[config.mk]
export PLATFORM = sky130hd
export DESIGN_NAME = pfd_ctrl
export DESIGN_NICKNAME = d
export VERILOG_FILES = /design/src/rtl/pfd_pkg.sv /design/src/rtl/pfd_ctrl.sv
export SDC_FILE = /design/constraint.sdc
export NUM_CORES = 1
export LEC_CHECK = 0
export BUFFER_PORTS_ARGS = -buffer_cell sky130_fd_sc_hd__buf_2
export CORE_MARGIN = 8
export CORE_UTILIZATION = 32
export CTS_BUF_LIST = sky130_fd_sc_hd__clkbuf_8
export CTS_CLUSTER_SIZE = 12
export DETAILED_ROUTE_END_ITERATION = 8
export PLACE_DENSITY_LB_ADDON = 0.2
export SYNTH_ARGS = -nofsm -noshare
export SYNTH_HDL_FRONTEND = slang
export SYNTH_SLANG_ARGS = --single-unit
export TNS_END_PERCENT = 50
[constraint.sdc]
create_clock -name clk -period 3.7 [get_ports clk]
set_clock_uncertainty 0.1 [all_clocks]
set_input_delay 0 -clock clk [delete_from_list [all_inputs] [get_ports clk]]
set_output_delay 0 -clock clk [all_outputs]
set_load 0.02 [all_outputs]
[src/rtl/pfd_pkg.sv]
// Shared types and constants for the filtered-derivative PID controller.
package pfd_pkg;

  localparam int CFG_IDX_W = 3;

  localparam logic [CFG_IDX_W-1:0] REG_KP      = 3'd0;
  localparam logic [CFG_IDX_W-1:0] REG_KI      = 3'd1;
  localparam logic [CFG_IDX_W-1:0] REG_KD      = 3'd2;
  localparam logic [CFG_IDX_W-1:0] REG_PERIOD  = 3'd3;
  localparam logic [CFG_IDX_W-1:0] REG_TAU     = 3'd4;
  localparam logic [CFG_IDX_W-1:0] REG_OUT_MIN = 3'd5;
  localparam logic [CFG_IDX_W-1:0] REG_OUT_MAX = 3'd6;

  typedef enum logic [2:0] {
    SEL_PROP,
    SEL_KT,
    SEL_INT,
    SEL_D1,
    SEL_D2
  } mul_sel_t;

  typedef enum logic [3:0] {
    OP_IDLE,
    OP_LOAD,
    OP_MLO,
    OP_MHI,
    OP_WB,
    OP_INTEG,
    OP_CLAMP,
    OP_ABS,
    OP_SETUP,
    OP_DIV,
    OP_DERIV,
    OP_DRIVE
  } dp_op_t;

  typedef struct packed {
    dp_op_t   op;
    mul_sel_t sel;
  } dp_cmd_t;

endpackage

[src/rtl/pfd_ctrl.sv]
// Sequencer that steps the datapath through one item.
module pfd_ctrl #(
  parameter int DATA_WIDTH = 32
) (
  input  logic             clk,
  input  logic             rst_n,
  input  logic             in_valid,
  output logic             in_stall,
  output logic             out_valid,
  input  logic             out_stall,
  output pfd_pkg::dp_cmd_t cmd
);
  import pfd_pkg::*;

  localparam int CW = $clog2(DATA_WIDTH);

  typedef enum logic [3:0] {
    S_IDLE, S_MLO, S_MHI, S_WB, S_INTEG, S_CLAMP,
    S_ABS, S_SETUP, S_DIV, S_DERIV, S_DRIVE
  } state_t;

  state_t   state_r;
  mul_sel_t sel_r;
  logic [CW-1:0] cnt_r;
  logic     out_valid_r;
  logic     slot_free;
  mul_sel_t sel_nxt;

  assign slot_free = !out_valid_r || !out_stall;
  assign in_stall  = (state_r != S_IDLE);
  assign out_valid = out_valid_r;

  always_comb begin
    unique case (sel_r)
      SEL_PROP: sel_nxt = SEL_KT;
      SEL_KT:   sel_nxt = SEL_INT;
      SEL_INT:  sel_nxt = SEL_D1;
      SEL_D1:   sel_nxt = SEL_D2;
      default:  sel_nxt = SEL_PROP;
    endcase
  end

  always_comb begin
    cmd.sel = sel_r;
    unique case (state_r)
      S_IDLE:  cmd.op = in_valid ? OP_LOAD : OP_IDLE;
      S_MLO:   cmd.op = OP_MLO;
      S_MHI:   cmd.op = OP_MHI;
      S_WB:    cmd.op = OP_WB;
      S_INTEG: cmd.op = OP_INTEG;
      S_CLAMP: cmd.op = OP_CLAMP;
      S_ABS:   cmd.op = OP_ABS;
      S_SETUP: cmd.op = OP_SETUP;
      S_DIV:   cmd.op = OP_DIV;
      S_DERIV: cmd.op = OP_DERIV;
      S_DRIVE: cmd.op = slot_free ? OP_DRIVE : OP_IDLE;
      default: cmd.op = OP_IDLE;
    endcase
  end

  always_ff @(posedge clk) begin
    if (!rst_n) begin
      state_r     <= S_IDLE;
      sel_r       <= SEL_PROP;
      cnt_r       <= '0;
      out_valid_r <= 1'b0;
    end else begin
      if (state_r == S_DRIVE && slot_free) begin
        out_valid_r <= 1'b1;
      end else if (!out_stall) begin
        out_valid_r <= 1'b0;
      end
      unique case (state_r)
        S_IDLE: begin
          if (in_valid) begin
            sel_r   <= SEL_PROP;
            state_r <= S_MLO;
          end
        end
        S_MLO: state_r <= S_MHI;
        S_MHI: state_r <= S_WB;
        S_WB: begin
          if (sel_r == SEL_D2) begin
            state_r <= S_INTEG;
          end else begin
            sel_r   <= sel_nxt;
            state_r <= S_MLO;
          end
        end
        S_INTEG: state_r <= S_CLAMP;
        S_CLAMP: state_r <= S_ABS;
        S_ABS:   state_r <= S_SETUP;
        S_SETUP: begin
          cnt_r   <= CW'(DATA_WIDTH - 1);
          state_r <= S_DIV;
        end
        S_DIV: begin
          if (cnt_r == '0) begin
            state_r <= S_DERIV;
          end else begin
            cnt_r <= cnt_r - 1'b1;
          end
        end
        S_DERIV: state_r <= S_DRIVE;
        S_DRIVE: begin
          if (slot_free) begin
            state_r <= S_IDLE;
          end
        end
        default: state_r <= S_IDLE;
      endcase
    end
  end

endmodule

==> impl_metrics.yaml <==
clock_network:
  cts_setup_buffers: 0
  cts-hold-fix-buffers: 1
  clockRootBuffer: "clkbuf_8"
  cts_tree: "yes"
  clock-sinks: 13
  htreeDepth: 1
  clock_latency_ps: 240
  cts_buffers: 3
  path_clk_slew_ps: 60
  clockBufferDepth: 2
  ctsResizeCount: 0
sta:
  fmax_ghz: 0.553
  rsz0062_at_grt: "false"
  period_minus_slack_ps: 1810
  final_max_slew_viol_count: 0
  relSlewSlack_pct: 54.0
  worstMarginPinSlew_ps: 688
  whs_ps: 14.8
  final.setup.tns_ps: 0
  finalSetupViolCount: 0
  hold_viol: 0
  fin_crit_sh_pct: 48.9
route:
  ant_nets: 0
  routed_wl_um: 1780
  firstDrtPassIters: 4
  drc: 0
  viasPerCell: 5.38
  wire_per_inst_um: 13.1
  drtIter0Drc: 15
  num_vias: 732
critical_path:
  crit_arrival_ps: 1830
  start_kind: "flop"
  endpoint_kind: "flop"
  path_max_fanout: 4
  required_ps: 3720
  reg2reg_from: "cnt_r[0]"
  reg2reg_depth: 5
  worst_r2r_endpoint: "cnt_r[1]"
  path_class: "flop to flop"
  reg2reg_slack_ps: 1890
pwr:
  p_seq_share_pct: 46.1
  p_comb_share_pct: 18.3
  p_int_uw: 245
  power_switching_uw: 103
  p_sw_share_pct: 29.5
  p_leak_uw: 0.000388
  max-vdd-ir-drop_uv: 144
  power_frac_clock_pct: 35.7
  p_per_area_mw_per_mm2: 381
logic_synthesis:
  syn_area_per_cell_um2: 8.35
  syn_inst: 93
  netlist_area_um2: 777
  syn-num-nets: 98
  synth.distinct_cells: 41
  yosys_warnings: 0
  synth_seq_cells: 13
  synthArstFlopShare_pct: 0
  synth_edf_count: 0
  ys_seq_area_share_pct: 33.5
  synthFlopType: "dfxtp_1"
floorplanning:
  ios: 13
  coreArea_mm2: 0.00239
  die_w_um: 65.3
  start_util_pct: 32.5
  die_area_mm2: 0.00426
  die_h_um: 65.3
  num_rows: 18
layout:
  drive_gt1_share_pct: 19.8
  n_antenna_cell: 0
  utilization_pct: 38.2
  nets: 112
  syn_to_final_growth_pct: 17.4
placement:
  dp_hpwl_um: 1330
  port_buffers: 12
  routabilityCongestion: 0.733
run:
  maxCapViolCount: 0
worst_hold_path:
  hold_depth: 3
  min_from: "in_valid"
  holdCritPathClass: "primary input to flop"
  min_delay_worst_endpoint: "sel_r[1]"
global_route:
  overflow: 0
  grt_start_max_net_pins: 16
  antenna_found_initial: 0
  grt_use_total_pct: 8.64
  first_global_vias: 600
  grt_first_pass_wirelength_um: 2940
run_status:
  status: "finished, final reports clean"
stage by stage:
stage / power (µW) / std cells / setup WS [ps] / instance area (µm²)
6_report: 347 / 136 / 1890 / 912
5_1_grt: 368 / 136 / 1700 / 912
4_1_cts: 352 / 136 / 1880 / 912
3_5_place_dp: 226 / 131 / 1910 / 857
3_3_place_gp: 226 / 131 / 1930 / 857
2_1_floorplan: 208 / 93 / 2010 / 777
metal layers:
layer | routed length [µm] | up-vias | global-route usage (%)
li1 | - | 375 | -
met1 | 889 | 340 | 11.2
met2 | 791 | 15 | 12.4
met3 | 82 | 2 | 3.06
met4 | 15 | 0 | 4.09
met5 | 0 | - | 0
worst max-delay path, stage by stage (launching register included):
cell     delay, ps
dfxtp_1        340
inv_1           60
ha_1           220
or4b_4         510
and2_4         190
o311a_1        270
cells in the mapped netlist (all sizes together), types with 2 or more instances:
cell type / number / area [µm²]
nor3: 4 / 20.0
nor2: 7 / 26.3
o22ai: 2 / 12.5
o21a: 3 / 22.5
clkbuf: 2 / 7.51
a31oi: 2 / 12.5
nand3: 2 / 10.0
inv: 8 / 30.0
dfxtp: 13 / 260
a21oi: 3 / 15.0
buf: 2 / 10.0
a21o: 3 / 22.5
nand2: 8 / 30.0
o21ai: 3 / 15.0
a211oi: 3 / 22.5
and4b: 2 / 20.0
and2: 2 / 15.0
nor4bb: 2 / 20.0
cell type report:
type / count / area, µm²
Clock buffer: 3 / 41.3
Clock inverter: 1 / 3.75
Fill cell: 268 / 1480
Inverter: 8 / 30.0
Multi-Input combinational cell: 68 / 469
Sequential cell: 13 / 260
Tap cell: 30 / 37.5
Timing Repair Buffer: 13 / 70.1
power groups by stage:
stage / registers [µW] / logic, µW / clock network (µW)
after floorplan: 154 / 53.8 / 0
after global routing: 162 / 70.7 / 135
final: 160 / 63.5 / 124
after global placement: 163 / 63.6 / 0
after CTS: 160 / 64.3 / 128
after detailed placement: 163 / 63.3 / 0
kinds of logic (layout without fill, tap and decap cells):
kind of cell | Yosys count | count (layout) | synth area share, %
buffers and inverters | 12 | 25 | 6.12
AOI/OAI and AO/OA | 26 | 26 | 25.0
xor gates and xnor gates | 2 | 2 | 2.25
adders and majority gates | 1 | 1 | 1.61
DFF | 13 | 13 | 33.5
and+or+nand+nor | 39 | 39 | 31.6
registers in the layout, indices dropped and copies added (netlist names):
register	cells
sel_r	3
cnt_r	5
out_valid	1
state_r	4
how the worst max path moves through the flow:
stage | start | end | slack [ps] | depth (start not counted)
2_1_floorplan | cnt_r[0] | cnt_r[1] | 2010 | 5
3_3_place_gp | cnt_r[0] | cnt_r[1] | 1930 | 5
3_5_place_dp | cnt_r[0] | cnt_r[1] | 1910 | 5
4_1_cts | cnt_r[0] | cnt_r[1] | 1880 | 5
5_1_grt | state_r[3] | cnt_r[0] | 1700 | 3
6_report | cnt_r[0] | cnt_r[1] | 1890 | 5
cells in the final DEF (no fill, tap or decap), drive strengths merged, types with 2 or more instances in the layout:
cell	count
o21a	3
nor3	4
nor2	7
dfxtp	13
a21oi	3
o22ai	2
a31oi	2
and4b	2
o21ai	3
a211oi	3
a21o	3
nand2	8
nand3	2
inv	9
and2	2
clkbuf	3
nor4bb	2
buf	12
(Power assumes the default switching activity.)
